==> src/rtl/assert_macros.svh <==
// Assertion macros used by the top-level RTL file of the point stack.
`ifndef ASSERT_MACROS_SVH
`define ASSERT_MACROS_SVH
`ifndef SYNTH
// Implication property checked on every rising clock edge outside reset.
`define ASSERT_IMPLIES(lbl, clk, rst, pre, post) \
   lbl: assert property (@(posedge clk) disable iff (rst) (pre) |-> (post)) \
      else $error("assertion failed: lbl");
// Next-cycle implication property checked outside reset.
`define ASSERT_NEXT(lbl, clk, rst, pre, post) \
   lbl: assert property (@(posedge clk) disable iff (rst) (pre) |=> (post)) \
      else $error("assertion failed: lbl");
// Condition that must never hold outside reset.
`define ASSERT_NEVER(lbl, clk, rst, expr) \
   lbl: assert property (@(posedge clk) disable iff (rst) !(expr)) \
      else $error("assertion failed: lbl");
`else
`define ASSERT_IMPLIES(lbl, clk, rst, pre, post)
`define ASSERT_NEXT(lbl, clk, rst, pre, post)
`define ASSERT_NEVER(lbl, clk, rst, expr)
`endif
`endif

==> src/rtl/pss_pkg.sv <==
// Package of types and constants for the searchable point stack.
package pss_pkg;

   localparam int STACK_DEPTH_DEFAULT = 128;
   localparam int SCAN_GROUP = 32;
   localparam int POINT_W = 8;
   localparam int ENTRY_W = 2 * POINT_W;
   localparam int COUNT_OUT_W = 8;

   localparam logic [1:0] OP_PUSH = 2'd0;
   localparam logic [1:0] OP_POP = 2'd1;
   localparam logic [1:0] OP_SEARCH = 2'd2;
   localparam logic [1:0] OP_CLEAR = 2'd3;

   localparam logic [1:0] STATUS_OK = 2'd0;
   localparam logic [1:0] STATUS_UNDERFLOW = 2'd1;
   localparam logic [1:0] STATUS_OVERFLOW = 2'd2;

   typedef enum logic {
      ST_IDLE,
      ST_SCAN
   } state_type;

   // Commands broadcast from the controller to every cell of the chain.
   typedef struct packed {
      logic push;
      logic pop;
      logic search;
   } cell_ctl_type;

endpackage

==> src/rtl/pss_cell.sv <==
// One stack cell: holds an entry, shifts with its neighbours and compares.
module pss_cell (
   input  logic                        clock,
   input  pss_pkg::cell_ctl_type       ctl,
   input  logic [pss_pkg::ENTRY_W-1:0] key,
   input  logic [pss_pkg::ENTRY_W-1:0] upper_entry,
   input  logic [pss_pkg::ENTRY_W-1:0] lower_entry,
   input  logic                        held,
   output logic [pss_pkg::ENTRY_W-1:0] entry,
   output logic                        hit
);

   logic [pss_pkg::ENTRY_W-1:0] entry_ff;
   logic                        hit_ff;

   // On a push the entry moves one place deeper, on a pop one place up.
   always_ff @(posedge clock) begin
      if (ctl.push) begin
         entry_ff <= upper_entry;
      end else if (ctl.pop) begin
         entry_ff <= lower_entry;
      end
      if (ctl.search) begin
         hit_ff <= held && (entry_ff == key);
      end
   end

   assign entry = entry_ff;
   assign hit = hit_ff;

endmodule

==> config.mk <==
export PLATFORM = sky130hd
export DESIGN_NAME = pss_cell
export DESIGN_NICKNAME = d
export VERILOG_FILES = /design/src/rtl/assert_macros.svh /design/src/rtl/pss_pkg.sv /design/src/rtl/pss_cell.sv
export SDC_FILE = /design/constraint.sdc
export NUM_CORES = 1
export LEC_CHECK = 0
export ABC_AREA = 1
export CAP_MARGIN = 40
export CORE_ASPECT_RATIO = 1.2
export CORE_MARGIN = 2
export CORE_UTILIZATION = 52
export CTS_CLUSTER_DIAMETER = 200
export DETAILED_ROUTE_END_ITERATION = 7
export DONT_BUFFER_PORTS = 1
export PLACE_DENSITY = 0.67
export SYNTH_ARGS = -nofsm -noshare
export SYNTH_HDL_FRONTEND = slang
export SYNTH_SLANG_ARGS = --single-unit
export TNS_END_PERCENT = 10
==> constraint.sdc <==
create_clock -name clock -period 1.3 [get_ports clock]
set_input_delay 0.13 -clock clock [delete_from_list [all_inputs] [get_ports clock]]
set_output_delay 0.13 -clock clock [all_outputs]
set_load 0.01 [all_outputs]
==> flow_summary.yaml <==
outcome:
  status: "finished, final reports clean"
setup_path:
  path_class: "flip-flop to flip-flop"
  slowest_delay_ns: 0.47
  end_kind: "flip-flop"
  cp-start-kind: "flip-flop"
  critPathRequiredTime_ns: 1.46
  path_cells: "xor2_1 -> nor3_2 -> nand2_1 -> nor2_2"
  critPathTopFamily: "flip-flops"
  crit_slowest_cell: "edfxtp_1"
  worst-path-max-fanout: 2
  worstPathArrival_ns: 1.30
  worstReg2RegStart: "entry[2]$_DFFE_PP_"
  r2r_setup_slack_ns: 0.16
  path_depth: 4
  reg2reg_depth: 4
  r2r_end: "hit$_DFFE_PP_"
  critPathCapture: "hit$_DFFE_PP_"
  critPathBufInv: 0
  worstSetupStartpoint: "entry[2]$_DFFE_PP_"
floorplan:
  die_y_um: 52.4
  ios: 70
  die_x_um: 44.3
  num_rows: 17
  initial_utilization_pct: 54.8
  die-area_um2: 2320
  core_um2: 1850
synth:
  synthCells: 139
  synth_top_flop_cell: "edfxtp_1"
  synth-seq-cells: 17
  synth_area_um2: 1010
  yosysWarnings: 0
  ys_seq_area_share_pct: 50.3
  yosysMostFrequentCell: "nand2_1"
  synth_cell_types: 15
  synth_edf_count: 17
  synthesis.nets: 192
  ys_async_sr_fraction_pct: 0
  synth.largest_area_cell: "edfxtp_1"
  yosysTopAreaCellShare_pct: 50.3
  yosys-top-cells-count: "78 x nand2_1, 17 x edfxtp_1, 17 x inv_1, 9 x nor2_1"
  syn_avg_cell_area_um2: 7.30
  synth_area_leaders: "edfxtp_1 50%, nand2_1 29%, inv_1 6.3%"
timing:
  finalSetupViolCount: 0
  worst_pin_slew_ns: 0.375
  fmax_mhz: 876
  rsz0062_at_grt: "no"
  period_share_pct: 87.8
  tns_ns: 0
  slew-limit-headroom_pct: 75.0
  drv_slew: 0
  fin_ws_ns: 0.158
  clock_skew_ns: 0.00125
  hold_violations: 0
  finalWorstPathRequiredPeriod_ns: 1.14
cells_and_area:
  drive_above_1_share_pct: 7.09
  fin_area_um2: 1050
  synthToLayoutAreaGrowth_pct: 3.95
  diodes: 0
  finalNetCount: 195
grt:
  grt_max_degree: 19
  grt_pass1_wl_um: 2860
  grt_util_all_layers_pct: 16.7
  grt_overflow: 0
  grt_pass1_vias: 743
  antenna_found_initial: 0
clock_network:
  clk_pin_slew_ns: 0.10
  worstSkewPairLatency_ns: 0.28
  cts_buffers: 3
  postCtsSetupBuffers: 0
  clockBufferDepth: 2
  cts.sinks: 17
  htree_num_levels: 1
  root_buffer: "clkbuf_4"
  cts_tree: "yes"
placement:
  dpl.hpwl_um: 1540
  gp_congestion: 0.734
  dp_slack_ns: 0.180
  placed_area_um2: 1020
  port-buffer-count: 0
route:
  dr.pass1.iters: 4
  vias: 818
  drc_errors: 0
  post_drt_wl_per_cell_um: 11.7
  wirelength_um: 1870
  ant_nets: 0
  drtIter0Drc: 12
  via_per_inst: 5.11
power_and_ir_drop:
  leakagePower_nw: 0.557
  peakVddDrop_mv: 0.810
  power_density_nw_per_um2: 1130
job:
  maxCapViolCount: 0
min_path:
  holdCritPathClass: "primary input to flip-flop"
## worst min path at each step
stage | from | endpoint | slack, ns | cells past startpoint
2_1_floorplan | ctl[0] | hit$_DFFE_PP_ | 0.24 | 0
3_3_place_gp | ctl[0] | hit$_DFFE_PP_ | 0.24 | 0
3_5_place_dp | ctl[0] | hit$_DFFE_PP_ | 0.24 | 0
4_1_cts | lower_entry[14] | entry[14]$_DFFE_PP_ | 0.01 | 2
5_1_grt | lower_entry[15] | entry[15]$_DFFE_PP_ | 0.009 | 2
6_report | lower_entry[14] | entry[14]$_DFFE_PP_ | 0.02 | 2
## cell type report
class | count | area, um^2
clock buffers | 4 | 26.3
repair buffers | 1 | 10.0
fillers | 192 | 796
multi-input cells | 99 | 409
flip-flops and latches | 17 | 510
inverters | 20 | 75.1
well taps | 19 | 23.8
## registers in the layout (all words and copies together) (netlist names)
register	flops
hit	1
entry	16
## logic make-up (layout without fill, tap and decap cells)
| kind of cell | after synthesis | in the layout | synth area share [%] |
|---|---|---|---|
| simple gates | 92 | 92 | 35.5 |
| buf+inv | 23 | 25 | 9.37 |
| flops | 17 | 17 | 50.3 |
| compound gates | 4 | 4 | 2.22 |
| xor+xnor | 3 | 3 | 2.59 |
## through the flow
stage	std cells	total power [mW]	hold slack [ns]	util, %
3_3_place_gp	155	0.917	0.243	55.0
6_report	160	1.19	0.0186	57.0
2_1_floorplan	139	0.893	0.242	-
5_1_grt	160	1.25	0.00891	57.0
3_5_place_dp	155	0.923	0.243	55.0
4_1_cts	160	1.20	0.0109	57.0
## cell usage in the layout (no fill, tap or decap), drive strengths merged
| cell | n |
|---|---|
| clkbuf | 4 |
| dlygate4sd3 | 1 |
| edfxtp | 17 |
| inv | 20 |
| nand2 | 79 |
| nand3 | 1 |
| nor2 | 10 |
| nor3 | 1 |
| o21ai | 2 |
| o22ai | 2 |
| or2 | 1 |
| xor2 | 3 |
## where the power goes
| group | leakage [nW] | internal [mW] | switching (mW) | total (mW) |
|---|---|---|---|---|
| logic | 0.367 | 0.0661 | 0.0952 | 0.161 |
| clock network | 0.0150 | 0.119 | 0.160 | 0.279 |
| registers | 0.176 | 0.674 | 0.0727 | 0.746 |
| total | 0.557 | 0.859 | 0.328 | 1.19 |
## layer usage
metal  track usage, %  vias up  share of wire (%)
met1             16.7      347                 38
li1                 -      424                  -
met4             8.08        0               0.64
met2             30.6       45                 51
met5                0        -                  0
met3             5.17        2                 11
## what timing repair did
action                                 4_1_cts  5_1_grt
resized for setup                            0        0
endpoints found under the hold margin        1        0
hold buffers                                 1        0
Note: power is estimated with default switching activity, not from simulation.
