File: src/rtl/assert_macros.svh
// Assertion macros used by the top-level RTL file of the point stack.
`ifndef ASSERT_MACROS_SVH
`define ASSERT_MACROS_SVH
`ifndef SYNTH
// Implication property checked on every rising clock edge outside reset.
`define ASSERT_IMPLIES(lbl, clk, rst, pre, post) \
   lbl: assert property (@(posedge clk) disable iff (rst) (pre) |-> (post)) \
      else $error("assertion failed: lbl");
// Next-cycle implication property checked outside reset.
`define ASSERT_NEXT(lbl, clk, rst, pre, post) \
   lbl: assert property (@(posedge clk) disable iff (rst) (pre) |=> (post)) \
      else $error("assertion failed: lbl");
// Condition that must never hold outside reset.
`define ASSERT_NEVER(lbl, clk, rst, expr) \
   lbl: assert property (@(posedge clk) disable iff (rst) !(expr)) \
      else $error("assertion failed: lbl");
`else
`define ASSERT_IMPLIES(lbl, clk, rst, pre, post)
`define ASSERT_NEXT(lbl, clk, rst, pre, post)
`define ASSERT_NEVER(lbl, clk, rst, expr)
`endif
`endif

File: src/rtl/pss_pkg.sv
// Package of types and constants for the searchable point stack.
package pss_pkg;

   localparam int STACK_DEPTH_DEFAULT = 128;
   localparam int SCAN_GROUP = 32;
   localparam int POINT_W = 8;
   localparam int ENTRY_W = 2 * POINT_W;
   localparam int COUNT_OUT_W = 8;

   localparam logic [1:0] OP_PUSH = 2'd0;
   localparam logic [1:0] OP_POP = 2'd1;
   localparam logic [1:0] OP_SEARCH = 2'd2;
   localparam logic [1:0] OP_CLEAR = 2'd3;

   localparam logic [1:0] STATUS_OK = 2'd0;
   localparam logic [1:0] STATUS_UNDERFLOW = 2'd1;
   localparam logic [1:0] STATUS_OVERFLOW = 2'd2;

   typedef enum logic {
      ST_IDLE,
      ST_SCAN
   } state_type;

   // Commands broadcast from the controller to every cell of the chain.
   typedef struct packed {
      logic push;
      logic pop;
      logic search;
   } cell_ctl_type;

endpackage

File: src/rtl/pss_ctrl.sv
// Controller of the point stack: fill count, hit scan and result registers.
module pss_ctrl #(
   parameter int STACK_DEPTH = pss_pkg::STACK_DEPTH_DEFAULT,
   localparam int CountW = $clog2(STACK_DEPTH + 1)
) (
   input  logic                            clock,
   input  logic                            reset,
   input  logic                            start,
   input  logic [1:0]                      opcode,
   input  logic [pss_pkg::ENTRY_W-1:0]     top_entry,
   input  logic [STACK_DEPTH-1:0]          hit_vec,
   output pss_pkg::cell_ctl_type           cell_ctl,
   output logic [CountW-1:0]               count,
   output logic                            busy,
   output logic                            rsp_valid,
   output logic [pss_pkg::POINT_W-1:0]     rsp_top_x,
   output logic [pss_pkg::POINT_W-1:0]     rsp_top_y,
   output logic                            rsp_found,
   output logic                            rsp_is_empty_now,
   output logic [pss_pkg::COUNT_OUT_W-1:0] rsp_entry_count,
   output logic [1:0]                      rsp_status
);

   localparam int NumGroups = (STACK_DEPTH + pss_pkg::SCAN_GROUP - 1) / pss_pkg::SCAN_GROUP;
   localparam int GroupW = (NumGroups > 1) ? $clog2(NumGroups) : 1;
   localparam int PadW = NumGroups * pss_pkg::SCAN_GROUP;

   pss_pkg::state_type state_ff, state_in;
   logic [CountW-1:0]  count_ff, count_in;
   logic [GroupW-1:0]  grp_ff, grp_in;
   logic               found_ff, found_in;
   logic [PadW-1:0]    hit_pad;
   logic               accept;
   logic               grp_last;
   logic               grp_hit;

   logic                            rsp_valid_ff, rsp_valid_in;
   logic [pss_pkg::POINT_W-1:0]     rsp_top_x_ff, rsp_top_x_in;
   logic [pss_pkg::POINT_W-1:0]     rsp_top_y_ff, rsp_top_y_in;
   logic                            rsp_found_ff, rsp_found_in;
   logic                            rsp_empty_ff, rsp_empty_in;
   logic [pss_pkg::COUNT_OUT_W-1:0] rsp_count_ff, rsp_count_in;
   logic [1:0]                      rsp_status_ff, rsp_status_in;

   assign accept = start && (state_ff == pss_pkg::ST_IDLE);
   assign hit_pad = PadW'(hit_vec);
   assign grp_hit = |hit_pad[grp_ff * pss_pkg::SCAN_GROUP +: pss_pkg::SCAN_GROUP];
   assign grp_last = (grp_ff == GroupW'(NumGroups - 1));

   always_comb begin
      state_in = state_ff;
      unique case (state_ff)
         pss_pkg::ST_IDLE: begin
            if (accept && (opcode == pss_pkg::OP_SEARCH)) begin
               state_in = pss_pkg::ST_SCAN;
            end
         end
         pss_pkg::ST_SCAN: begin
            if (grp_last) begin
               state_in = pss_pkg::ST_IDLE;
            end
         end
         default: state_in = pss_pkg::ST_IDLE;
      endcase
   end

   always_comb begin
      cell_ctl      = '0;
      count_in      = count_ff;
      grp_in        = grp_ff;
      found_in      = found_ff;
      rsp_valid_in  = 1'b0;
      rsp_top_x_in  = '0;
      rsp_top_y_in  = '0;
      rsp_found_in  = 1'b0;
      rsp_status_in = pss_pkg::STATUS_OK;
      unique case (state_ff)
         pss_pkg::ST_IDLE: begin
            if (accept) begin
               unique case (opcode)
                  pss_pkg::OP_PUSH: begin
                     rsp_valid_in = 1'b1;
                     if (count_ff == CountW'(STACK_DEPTH)) begin
                        rsp_status_in = pss_pkg::STATUS_OVERFLOW;
                     end else begin
                        cell_ctl.push = 1'b1;
                        count_in = count_ff + CountW'(1);
                     end
                  end
                  pss_pkg::OP_POP: begin
                     rsp_valid_in = 1'b1;
                     if (count_ff == '0) begin
                        rsp_status_in = pss_pkg::STATUS_UNDERFLOW;
                     end else begin
                        cell_ctl.pop = 1'b1;
                        count_in = count_ff - CountW'(1);
                        rsp_top_x_in = top_entry[pss_pkg::ENTRY_W-1:pss_pkg::POINT_W];
                        rsp_top_y_in = top_entry[pss_pkg::POINT_W-1:0];
                     end
                  end
                  pss_pkg::OP_SEARCH: begin
                     cell_ctl.search = 1'b1;
                     grp_in = '0;
                     found_in = 1'b0;
                  end
                  pss_pkg::OP_CLEAR: begin
                     rsp_valid_in = 1'b1;
                     count_in = '0;
                  end
                  default: ;
               endcase
            end
         end
         pss_pkg::ST_SCAN: begin
            found_in = found_ff || grp_hit;
            grp_in = grp_ff + GroupW'(1);
            if (grp_last) begin
               rsp_valid_in = 1'b1;
               rsp_found_in = found_ff || grp_hit;
            end
         end
         default: ;
      endcase
      rsp_empty_in = (count_in == '0);
      rsp_count_in = pss_pkg::COUNT_OUT_W'(count_in);
   end

   always_ff @(posedge clock) begin
      if (reset) begin
         state_ff     <= pss_pkg::ST_IDLE;
         count_ff     <= '0;
         rsp_valid_ff <= 1'b0;
      end else begin
         state_ff     <= state_in;
         count_ff     <= count_in;
         rsp_valid_ff <= rsp_valid_in;
      end
   end

   always_ff @(posedge clock) begin
      grp_ff   <= grp_in;
      found_ff <= found_in;
      if (rsp_valid_in) begin
         rsp_top_x_ff  <= rsp_top_x_in;
         rsp_top_y_ff  <= rsp_top_y_in;
         rsp_found_ff  <= rsp_found_in;
         rsp_empty_ff  <= rsp_empty_in;
         rsp_count_ff  <= rsp_count_in;
         rsp_status_ff <= rsp_status_in;
      end
   end

   assign count            = count_ff;
   assign busy             = (state_ff != pss_pkg::ST_IDLE);
   assign rsp_valid        = rsp_valid_ff;
   assign rsp_top_x        = rsp_top_x_ff;
   assign rsp_top_y        = rsp_top_y_ff;
   assign rsp_found        = rsp_found_ff;
   assign rsp_is_empty_now = rsp_empty_ff;
   assign rsp_entry_count  = rsp_count_ff;
   assign rsp_status       = rsp_status_ff;

endmodule

File: config.mk
export PLATFORM = sky130hd
export DESIGN_NAME = pss_ctrl
export DESIGN_NICKNAME = d
export VERILOG_FILES = /design/src/rtl/assert_macros.svh /design/src/rtl/pss_pkg.sv /design/src/rtl/pss_ctrl.sv
export SDC_FILE = /design/constraint.sdc
export NUM_CORES = 1
export LEC_CHECK = 0
export ABC_AREA = 1
export BUFFER_PORTS_ARGS = -buffer_cell sky130_fd_sc_hd__buf_2
export CAP_MARGIN = 10
export CORE_MARGIN = 1
export CORE_UTILIZATION = 37
export DETAILED_ROUTE_END_ITERATION = 8
export PLACE_DENSITY = 0.77
export SYNTH_ARGS = -nofsm -noshare
export SYNTH_HDL_FRONTEND = slang
export SYNTH_SLANG_ARGS = --single-unit
export TNS_END_PERCENT = 5
File: constraint.sdc
create_clock -name clock -period 1.6 [get_ports clock]
set_clock_uncertainty 0.1 [all_clocks]
set_input_delay 0.08 -clock clock [delete_from_list [all_inputs] [get_ports clock]]
set_output_delay 0.08 -clock clock [all_outputs]
set_load 0.03 [all_outputs]
==> impl_metrics.py, run 1 <==
metrics = {
    "critical_path": {
        "critPathKind": "reg2out",
        "critPathRequiredTime_ns": 1.42,
        "reg2reg_depth": 12,
        "crit-reg2reg-capture": "rsp_is_empty_now",
        "arrival_ns": 1.56,
        "cp-end-kind": "primary output",
        "r2r_start": "count[0]",
        "crit_fanout": 4,
        "startpoint_type": "flop",
        "r2r_setup_slack_ns": -0.10,
    },
    "sta": {
        "fmax_mhz": 574,
        "setup_tns_ns": -0.335,
        "hold_viol": 0,
        "rsz0062_at_grt": "true",
        "finalMaxSlewViolations": 0,
        "setup_viol": 6,
        "timing.final.crit_share_pct": 109,
        "worst_pin_slew_ns": 0.288,
        "slew_headroom_pct": 80.6,
        "layout_setup_ws_ns": -0.143,
        "holdWs_ns": 0.0150,
        "post-route-min-period_ns": 1.74,
    },
    "layout": {
        "multi_input_area_um2": 1310,
        "fillers": 606,
        "seqCellArea_um2": 1150,
        "syn_to_final_growth_pct": 63.0,
        "instances_no_fill": 683,
        "layout-drive-gt1-share_pct": 49.1,
        "final_cell_area_um2": 4240,
        "layout.nets": 739,
        "insertedDiodeCount": 0,
    },
    "floorplanning": {
        "die_h_um": 85.8,
        "dieWidth_um": 85.8,
        "coreArea_um2": 6790,
        "dieArea_um2": 7370,
        "start_util_pct": 38.3,
        "pin_count": 190,
        "num_rows": 30,
    },
    "synth": {
        "synth_common_cells": "103 x nor2_1, 58 x nand2_1, 40 x inv_1, 32 x nand3_1, 31 x edfxtp_1",
        "netlist_area_um2": 2600,
        "synth.most_common_cell": "nor2_1",
        "syn_inst": 352,
        "synth_top_area_share_pct": 35.8,
        "synth-edff-count": 31,
        "synth_seq_cells": 41,
        "yosysTopAreaCell": "edfxtp_1",
        "synthArstFlopShare_pct": 0,
        "synth_top_flop_cell": "edfxtp_1",
        "ys_seq_area_share_pct": 43.5,
        "synth_warnings": 0,
        "synth_area_leaders": "edfxtp_1 36%, nor2_1 15%, nand2_1 8.4%, dfxtp_1 7.7%, nand3_1 6.2%",
        "ys_types": 29,
        "avgSynthCellArea_um2": 7.39,
        "syn_nets": 505,
    },
    "clock_network": {
        "clockBufferDepth": 2,
        "cts_root_buffer": "clkbuf_8",
        "clock_latency_ns": 0.29,
        "cts_buffers": 5,
        "cts.htree.levels": 2,
        "path_clk_slew_ns": 0.08,
        "cts_tree": "done",
        "clock-sinks": 41,
    },
    "placed_design": {
        "place_congestion": 0.899,
        "placed_cells": 660,
        "placed_cell_area_um2": 3900,
        "dpl.hpwl_um": 6950,
        "place.port_buffers": 189,
    },
    "detailed_routing": {
        "vias_per_cell": 4.49,
        "drt_iter0_drc": 93,
        "routed_wl_um": 8440,
        "post_drt_wl_per_cell_um": 12.4,
        "vias": 3069,
        "postRouteAntennaNets": 0,
        "drc_errors": 0,
        "drt_pre_antenna_iters": 4,
    },
    "power": {
        "power_leakage_nw": 2.24,
        "p_per_area_nw_per_um2": 729,
        "vdd_ir_drop_max_mv": 0.356,
    },
    "hold_path": {
        "hold_start": "top_entry[6]",
        "holdPathEnd": "rsp_top_y[6]",
        "hold_class": "in2reg",
        "min_path_cells": 3,
    },
    "global_route": {
        "grt_pass1_wl_um": 13600,
        "antenna_found_initial": 0,
        "overflow": 0,
        "grt_pass1_vias": 3111,
        "grt_max_degree": 20,
        "grt_use_total_pct": 23.3,
    },
    "run_status": {
        "status": "finished, violations left",
        "violations": "negative setup slack",
    },
    "job": {
        "cap_violations": 0,
    },
}
cell type report:
type / count / area share, %
clock buffers: 5 / 1.62
repair buffers: 232 / 31.7
well taps: 96 / 2.83
inverters: 49 / 4.75
multi-input cells: 257 / 30.9
flip-flops and latches: 41 / 27.2
clock inverters: 3 / 0.974
where the power goes:
group | switching (W) | leakage, nW | internal (W) | total (W)
Sequential | 0.0000507 | 0.393 | 0.00123 | 0.00128
Combinational | 0.000570 | 1.79 | 0.000436 | 0.00101
Clock | 0.000341 | 0.0518 | 0.000459 | 0.000799
Total | 0.000962 | 2.24 | 0.00213 | 0.00309
how the worst max path moves through the flow:
stage,from,endpoint,cells past startpoint
3_3_place_gp,grp_ff[0],rsp_found,9
3_5_place_dp,count[4],rsp_is_empty_now,9
4_1_cts,count[0],cell_ctl[2],9
6_report,count[0],cell_ctl[2],9
5_1_grt,count[0],rsp_is_empty_now,11
2_1_floorplan,count[1],rsp_is_empty_now,9
logic make-up (layout without fill, tap and decap cells):
family                   count (synthesis)  count (layout)  share of synthesized area, %
buffers and inverters                   54             289                          9.34
XOR/XNOR                                 2               2                         0.674
AND/OR/NAND/NOR                        237             237                          41.6
adder cells (fa/ha/maj)                  4               4                          1.93
flip-flops                              41              41                          43.5
AO/OA/AOI/OAI                           14              14                          2.94
metal layers:
metal,global-route usage (%),routed length (um),part of all wire (%)
met5,0,0,0
met4,7.73,158,1.9
met3,4.91,503,6.0
met1,27.7,3630,43
met2,41.9,4150,49
what timing repair did:
| action | in CTS | in global routing |
|---|---|---|
| pin swaps | 10 | 4 |
| buffers inserted | 2 | 0 |
| endpoints found under the setup margin | 8 | 29 |
| hold buffers | 13 | 0 |
| hold endpoints to repair | 17 | 0 |
| gates resized for setup | 15 | 11 |
state kept, by name, summed over array words and instances (netlist names):
register,flops
grp_ff,2
rsp_entry_count,8
rsp_top_x,8
rsp_status,2
rsp_found,1
rsp_top_y,8
found_ff,1
count,8
rsp_is_empty_now,1
rsp_valid,1
busy,1
cell usage in the layout (no fill, tap or decap), drive strengths merged:
master,count
edfxtp,31
nand3b,2
a21oi,9
nand3,33
nor3,7
dfxtp,10
buf,219
o21ai,4
nand2,70
inv,47
clkbuf,5
clkinv,3
nor2,114
or2,1
o21bai,1
bufinv,1
clkinvlp,1
nor3b,1
xor2,2
dlygate4sd3,13
ha,4
nand4,9
through the flow:
| step | power, W | util (%) | setup WS, ns |
|---|---|---|---|
| 3_5_place_dp | 0.00225 | 57.4 | -0.119 |
| 4_1_cts | 0.00310 | 61.9 | -0.0980 |
| 5_1_grt | 0.00327 | 62.4 | -0.214 |
| 3_3_place_gp | 0.00224 | 57.4 | -0.0857 |
| 2_1_floorplan | 0.00184 | - | -0.0430 |
| 6_report | 0.00309 | 62.4 | -0.143 |
critical path, cell delays in order (launching register included):
cell     delay [ns]
dfxtp_4        0.39
inv_6          0.05
ha_4           0.15
inv_2          0.06
nor2_4         0.04
nand2_2        0.12
nand2_2        0.09
buf_6          0.13
nor2_4         0.10
buf_6          0.13
Note: power is estimated with default switching activity, not from simulation.
==> inputs of run 2 (changes only) <==
- BUFFER_PORTS_ARGS: -buffer_cell sky130_fd_sc_hd__buf_2 -> default
- CORE_UTILIZATION: 37 -> 45
- DONT_BUFFER_PORTS: default -> 1
- PLACE_DENSITY: 0.77 -> default
==> run 2 against run 1 <==
  * The run still ends with negative setup slack left
  * Sequential power increased by 10%
  * Clock power is 16% lower
  * Die area decreased by 17%
  * Combinational power is 26% lower
  * Critical path type is now reg2reg
  * Highest routed layer unchanged
==> impl_metrics.py, run 2 (synthesis gave the netlist of run 1 again) <==
metrics = {
    "critical_path": {
        "startpoint_type": "flop",
        "critPathKind": "reg2reg",
        "crit_fanout": 4,
        "arrival_ns": 1.79,
        "cp-end-kind": "flop",
        "critPathRequiredTime_ns": 1.66,
    },
    "floorplanning": {
        "pin_count": 190,
        "dieArea_um2": 6090,
        "coreArea_um2": 5540,
        "num_rows": 27,
        "die_h_um": 78.0,
        "start_util_pct": 46.9,
        "dieWidth_um": 78.0,
    },
    "power": {
        "power_leakage_nw": 1.58,
        "vdd_ir_drop_max_mv": 0.419,
        "p_per_area_nw_per_um2": 810,
    },
    "layout": {
        "mostFrequentLayoutCell": "nor2_1",
        "layout-drive-gt1-share_pct": 30.6,
        "utilization_pct": 63.0,
        "insertedDiodeCount": 0,
        "final_cell_area_um2": 3490,
        "syn_to_final_growth_pct": 34.2,
        "layout.nets": 573,
        "final_cell_mix": "95 x nor2_1, 48 x nand2_1, 42 x buf_4, 35 x inv_1, 31 x edfxtp_1",
    },
    "sta": {
        "slew_headroom_pct": 65.2,
        "setup_tns_ns": -0.636,
        "finalMaxSlewViolations": 0,
        "rsz0062_at_grt": "true",
        "hold_viol": 0,
        "setup_viol": 8,
        "post-route-min-period_ns": 1.73,
        "layout_setup_ws_ns": -0.128,
        "fmax_mhz": 579,
        "timing.final.crit_share_pct": 108,
        "worst_pin_slew_ns": 0.520,
    },
    "detailed_routing": {
        "drt_iter0_drc": 72,
        "drc_errors": 0,
        "post_drt_wl_per_cell_um": 14.6,
        "drt_pre_antenna_iters": 4,
        "postRouteAntennaNets": 0,
        "vias_per_cell": 5.03,
        "routed_wl_um": 7180,
        "vias": 2478,
    },
    "run_status": {
        "status": "finished, violations left",
        "violations": "negative setup slack",
    },
    "global_route": {
        "overflow": 0,
        "use_met3_pct": 3.95,
        "grt_pass1_vias": 2409,
        "grtUsageMet1_pct": 31.0,
        "busiest_layer": "met2",
        "grt_max_degree": 29,
        "grt_use_total_pct": 24.4,
        "antenna_found_initial": 0,
        "grt_pass1_wl_um": 11300,
        "grtUsageMet2_pct": 41.3,
    },
    "hold_path": {
        "hold_class": "in2reg",
    },
    "placed_design": {
        "place.port_buffers": 0,
        "place_congestion": 0.880,
        "dpl.hpwl_um": 5610,
        "placed_cell_area_um2": 3000,
    },
    "clock_network": {
        "cts.htree.levels": 2,
        "path_clk_slew_ns": 0.09,
        "cts_tree": "done",
        "cts_buffers": 5,
        "clock_latency_ns": 0.29,
        "clockBufferDepth": 2,
        "cts_root_buffer": "clkbuf_8",
        "clock-sinks": 41,
    },
    "job": {
        "cap_violations": 0,
    },
}
[run 2: what timing repair did]
| action | 4_1_cts | 5_1_grt |
|---|---|---|
| hold endpoints to repair | 26 | 0 |
| hold buffers | 20 | 0 |
| setup endpoints to repair | 26 | 47 |
| resized for setup | 15 | 30 |
| pin swaps | 7 | 11 |
| cloned | 0 | 0 |
| buffers inserted | 3 | 3 |
[run 2: stage by stage]
step | power [W] | cells | hold slack [ns] | setup WS, ns
6_report | 0.00282 | 493 | 0.0899 | -0.128
5_1_grt | 0.00297 | 493 | 0.114 | -0.206
4_1_cts | 0.00280 | 490 | 0.0501 | -0.0614
3_5_place_dp | 0.00204 | 459 | 0.0451 | -0.147
3_3_place_gp | 0.00204 | 459 | 0.0454 | -0.112
2_1_floorplan | 0.00184 | 352 | 0.182 | -0.0430
[run 2: final cells by class]
| type | count | area (um2) |
|---|---|---|
| clock buffer | 5 | 68.8 |
| clock inverter | 3 | 17.5 |
| fill | 515 | 2050 |
| inverter | 49 | 206 |
| multi-input combinational | 257 | 1390 |
| sequential | 41 | 1150 |
| tap | 72 | 90.1 |
| timing repair buffer | 66 | 569 |
[run 2: layer usage]
metal,part of all wire (%),wire length [um]
met4,2.2,160
met3,5.8,419
met1,44,3180
met5,0,0
met2,48,3420
[run 2: power breakdown]
group / internal [W] / switching, W
Sequential: 0.00124 / 0.000166
Combinational: 0.000323 / 0.000421
Clock: 0.000302 / 0.000373
[run 2: path summary, 6_finish.rpt]
check        slack, ns  depth (start not counted)          endpoint       from
min reg2reg       0.48                          2          count[0]   count[0]
max              -0.13                         12  rsp_is_empty_now   count[0]
max reg2reg      -0.13                         12  rsp_is_empty_now   count[0]
min               0.09                          4         rsp_valid  opcode[0]
[run 2: critical path, cell delays in order (launching register included)]
cell and delay [ns]:
dfxtp_4 0.38, inv_6 0.07, ha_4 0.13, inv_2 0.04, nor2_4 0.17, nand2_4 0.08
nand2_4 0.11, nand2_2 0.06, nand2_2 0.08, nand2_4 0.07, a21oi_4 0.11, nand3_2 0.08
nor2_1 0.10
==> inputs of run 3 (changes only) <==
- CORE_ASPECT_RATIO: default -> 1.5
- SETUP_SLACK_MARGIN: default -> 0.5
==> run 3 against run 2 <==
  * The flow still finishes with violations (negative setup slack)
  * Flip-flop and latch count is the same
  * Clock power is 0.7% higher
  * Sequential power about the same
==> impl_metrics.py, run 3 (synthesis gave the netlist of run 1 again) <==
metrics = {
    "run_status": {
        "status": "finished, violations left",
        "violations": "negative setup slack",
    },
    "placed_design": {
        "place_congestion": 0.927,
        "dpl.hpwl_um": 6380,
        "place.port_buffers": 0,
        "placed_cell_area_um2": 3110,
    },
    "sta": {
        "hold_viol": 0,
        "post-route-min-period_ns": 1.79,
        "finalMaxSlewViolations": 0,
        "fmax_mhz": 560,
        "timing.final.crit_share_pct": 112,
        "setup_tns_ns": -2.90,
        "setup_viol": 28,
        "layout_setup_ws_ns": -0.186,
        "worst_pin_slew_ns": 0.525,
        "rsz0062_at_grt": "true",
        "slew_headroom_pct": 64.9,
    },
    "critical_path": {
        "path_buf_inv": 4,
        "critPathRequiredTime_ns": 1.42,
        "crit-reg2reg-capture": "rsp_is_empty_now",
        "crit_chain": "inv_6 -> ha_4 -> inv_2 -> nor2_4 -> nand2_2 -> nand2_4 -> buf_12 -> nor2_4 -> buf_4",
        "startpoint_type": "flop",
        "critPathKind": "reg2out",
        "crit_top_cell": "nor2_4",
        "slowest_stage": "dfxtp_4",
        "r2r_start": "count[0]",
        "cp_slowest_stage_delay_ns": 0.38,
        "cp_top_family": "simple AND/OR/NAND/NOR gates",
        "reg2reg_depth": 12,
        "cp-end-kind": "primary output",
        "crit_fanout": 4,
        "r2r_setup_slack_ns": -0.15,
        "arrival_ns": 1.61,
    },
    "detailed_routing": {
        "drc_errors": 0,
        "vias_per_cell": 5.25,
        "postRouteAntennaNets": 0,
        "post_drt_wl_per_cell_um": 16.1,
        "drt_pre_antenna_iters": 4,
        "routed_wl_um": 8070,
        "vias": 2627,
        "drt_iter0_drc": 107,
    },
    "floorplanning": {
        "coreArea_um2": 5530,
        "dieArea_um2": 6090,
        "pin_count": 190,
        "num_rows": 33,
        "start_util_pct": 47.0,
        "dieWidth_um": 64.1,
        "die_h_um": 95.1,
    },
    "layout": {
        "fillers": 493,
        "final_cell_mix": "99 x nor2_1, 49 x nand2_1, 42 x buf_4, 36 x inv_1, 31 x edfxtp_1",
        "mostFrequentLayoutCell": "nor2_1",
        "final_cell_area_um2": 3600,
        "insertedDiodeCount": 0,
        "syn_to_final_growth_pct": 38.5,
        "layout-drive-gt1-share_pct": 31.6,
        "layout.nets": 582,
    },
    "power": {
        "vdd_ir_drop_max_mv": 0.489,
        "power_leakage_nw": 1.66,
        "p_per_area_nw_per_um2": 797,
    },
    "global_route": {
        "grt_use_total_pct": 25.8,
        "grt_pass1_wl_um": 11500,
        "overflow": 0,
        "grt_pass1_vias": 2489,
        "grt_max_degree": 24,
        "antenna_found_initial": 0,
    },
    "hold_path": {
        "hold_start": "opcode[0]",
        "holdPathEnd": "busy",
        "min_path_cells": 3,
        "hold_class": "in2reg",
    },
    "clock_network": {
        "clockBufferDepth": 2,
        "cts_buffers": 5,
        "path_clk_slew_ns": 0.08,
        "clock-sinks": 41,
        "cts.htree.levels": 2,
        "cts_tree": "done",
        "clock_latency_ns": 0.30,
        "cts_root_buffer": "clkbuf_8",
    },
    "job": {
        "cap_violations": 0,
    },
}
==> run 3: changes by cell type in the layout (fill, tap and decap cells not counted), moves of 2 or more <==
cell           before  now
nand3_2             6    8
dlygate4sd3_1      20   18
buf_12              1    4
nand3_1            27   25
nor2_1             95   99
nor2_2             11    8
buf_6               3   11
a21oi_2             0    2
==> run 3: where the power goes <==
part | total [W] | internal [W] | switching (W)
Sequential | 0.00140 | 0.00124 | 0.000166
Combinational | 0.000789 | 0.000357 | 0.000432
Clock | 0.000679 | 0.000302 | 0.000377
Total | 0.00287 | 0.00190 | 0.000975
==> run 3: routing by layer <==
layer | share of wire, % | global-route usage, %
met4 | 3.1 | 13.1
met5 | 0 | 0
met3 | 6.7 | 4.90
met1 | 36 | 27.0
met2 | 54 | 48.3
==> run 3: stage by stage <==
stage / hold WS, ns / total power [W] / setup WS (ns) / instances / utilization [%]
floorplan: 0.182 / 0.00184 / -0.0397 / 352 / -
global placement: 0.0430 / 0.00208 / -0.105 / 469 / 56.2
detailed placement: 0.0450 / 0.00208 / -0.135 / 469 / 56.2
CTS: 0.0190 / 0.00283 / -0.101 / 496 / 62.8
global route: 0.0345 / 0.00301 / -0.272 / 500 / 65.1
finish: 0.00988 / 0.00287 / -0.186 / 500 / 65.1
==> run 3: area by class of cell <==
type,count,area (um2),area share (%)
Multi-Input combinational cell,257,1370,38.1
Sequential cell,41,1150,32.0
Timing Repair Buffer,75,699,19.4
Inverter,49,201,5.59
Tap cell,70,87.6,2.43
Clock buffer,5,68.8,1.91
Clock inverter,3,17.5,0.486
==> run 3: what timing repair did <==
item	CTS	global route
hold buffers	18	0
setup endpoints to repair	79	79
pin swaps	8	13
resized for setup	24	20
hold endpoints to repair	26	0
buffers inserted	1	4
==> run 3: how the worst max path moves through the flow <==
stage	startpoint	endpoint	slack (ns)	cells past startpoint
floorplan	count[0]	rsp_top_x[0]	-0.04	10
global placement	count[0]	rsp_entry_count[3]	-0.10	12
detailed placement	count[0]	rsp_is_empty_now	-0.13	11
CTS	count[0]	rsp_is_empty_now	-0.10	11
global route	count[0]	rsp_is_empty_now	-0.27	12
finish	count[0]	cell_ctl[1]	-0.19	9
==> run 3: worst min-delay path, delay by kind of cell <==
family | cells | cell delay, ns
AOI/OAI and AO/OA | 1 | 0.17
and+or+nand+nor | 2 | 0.11
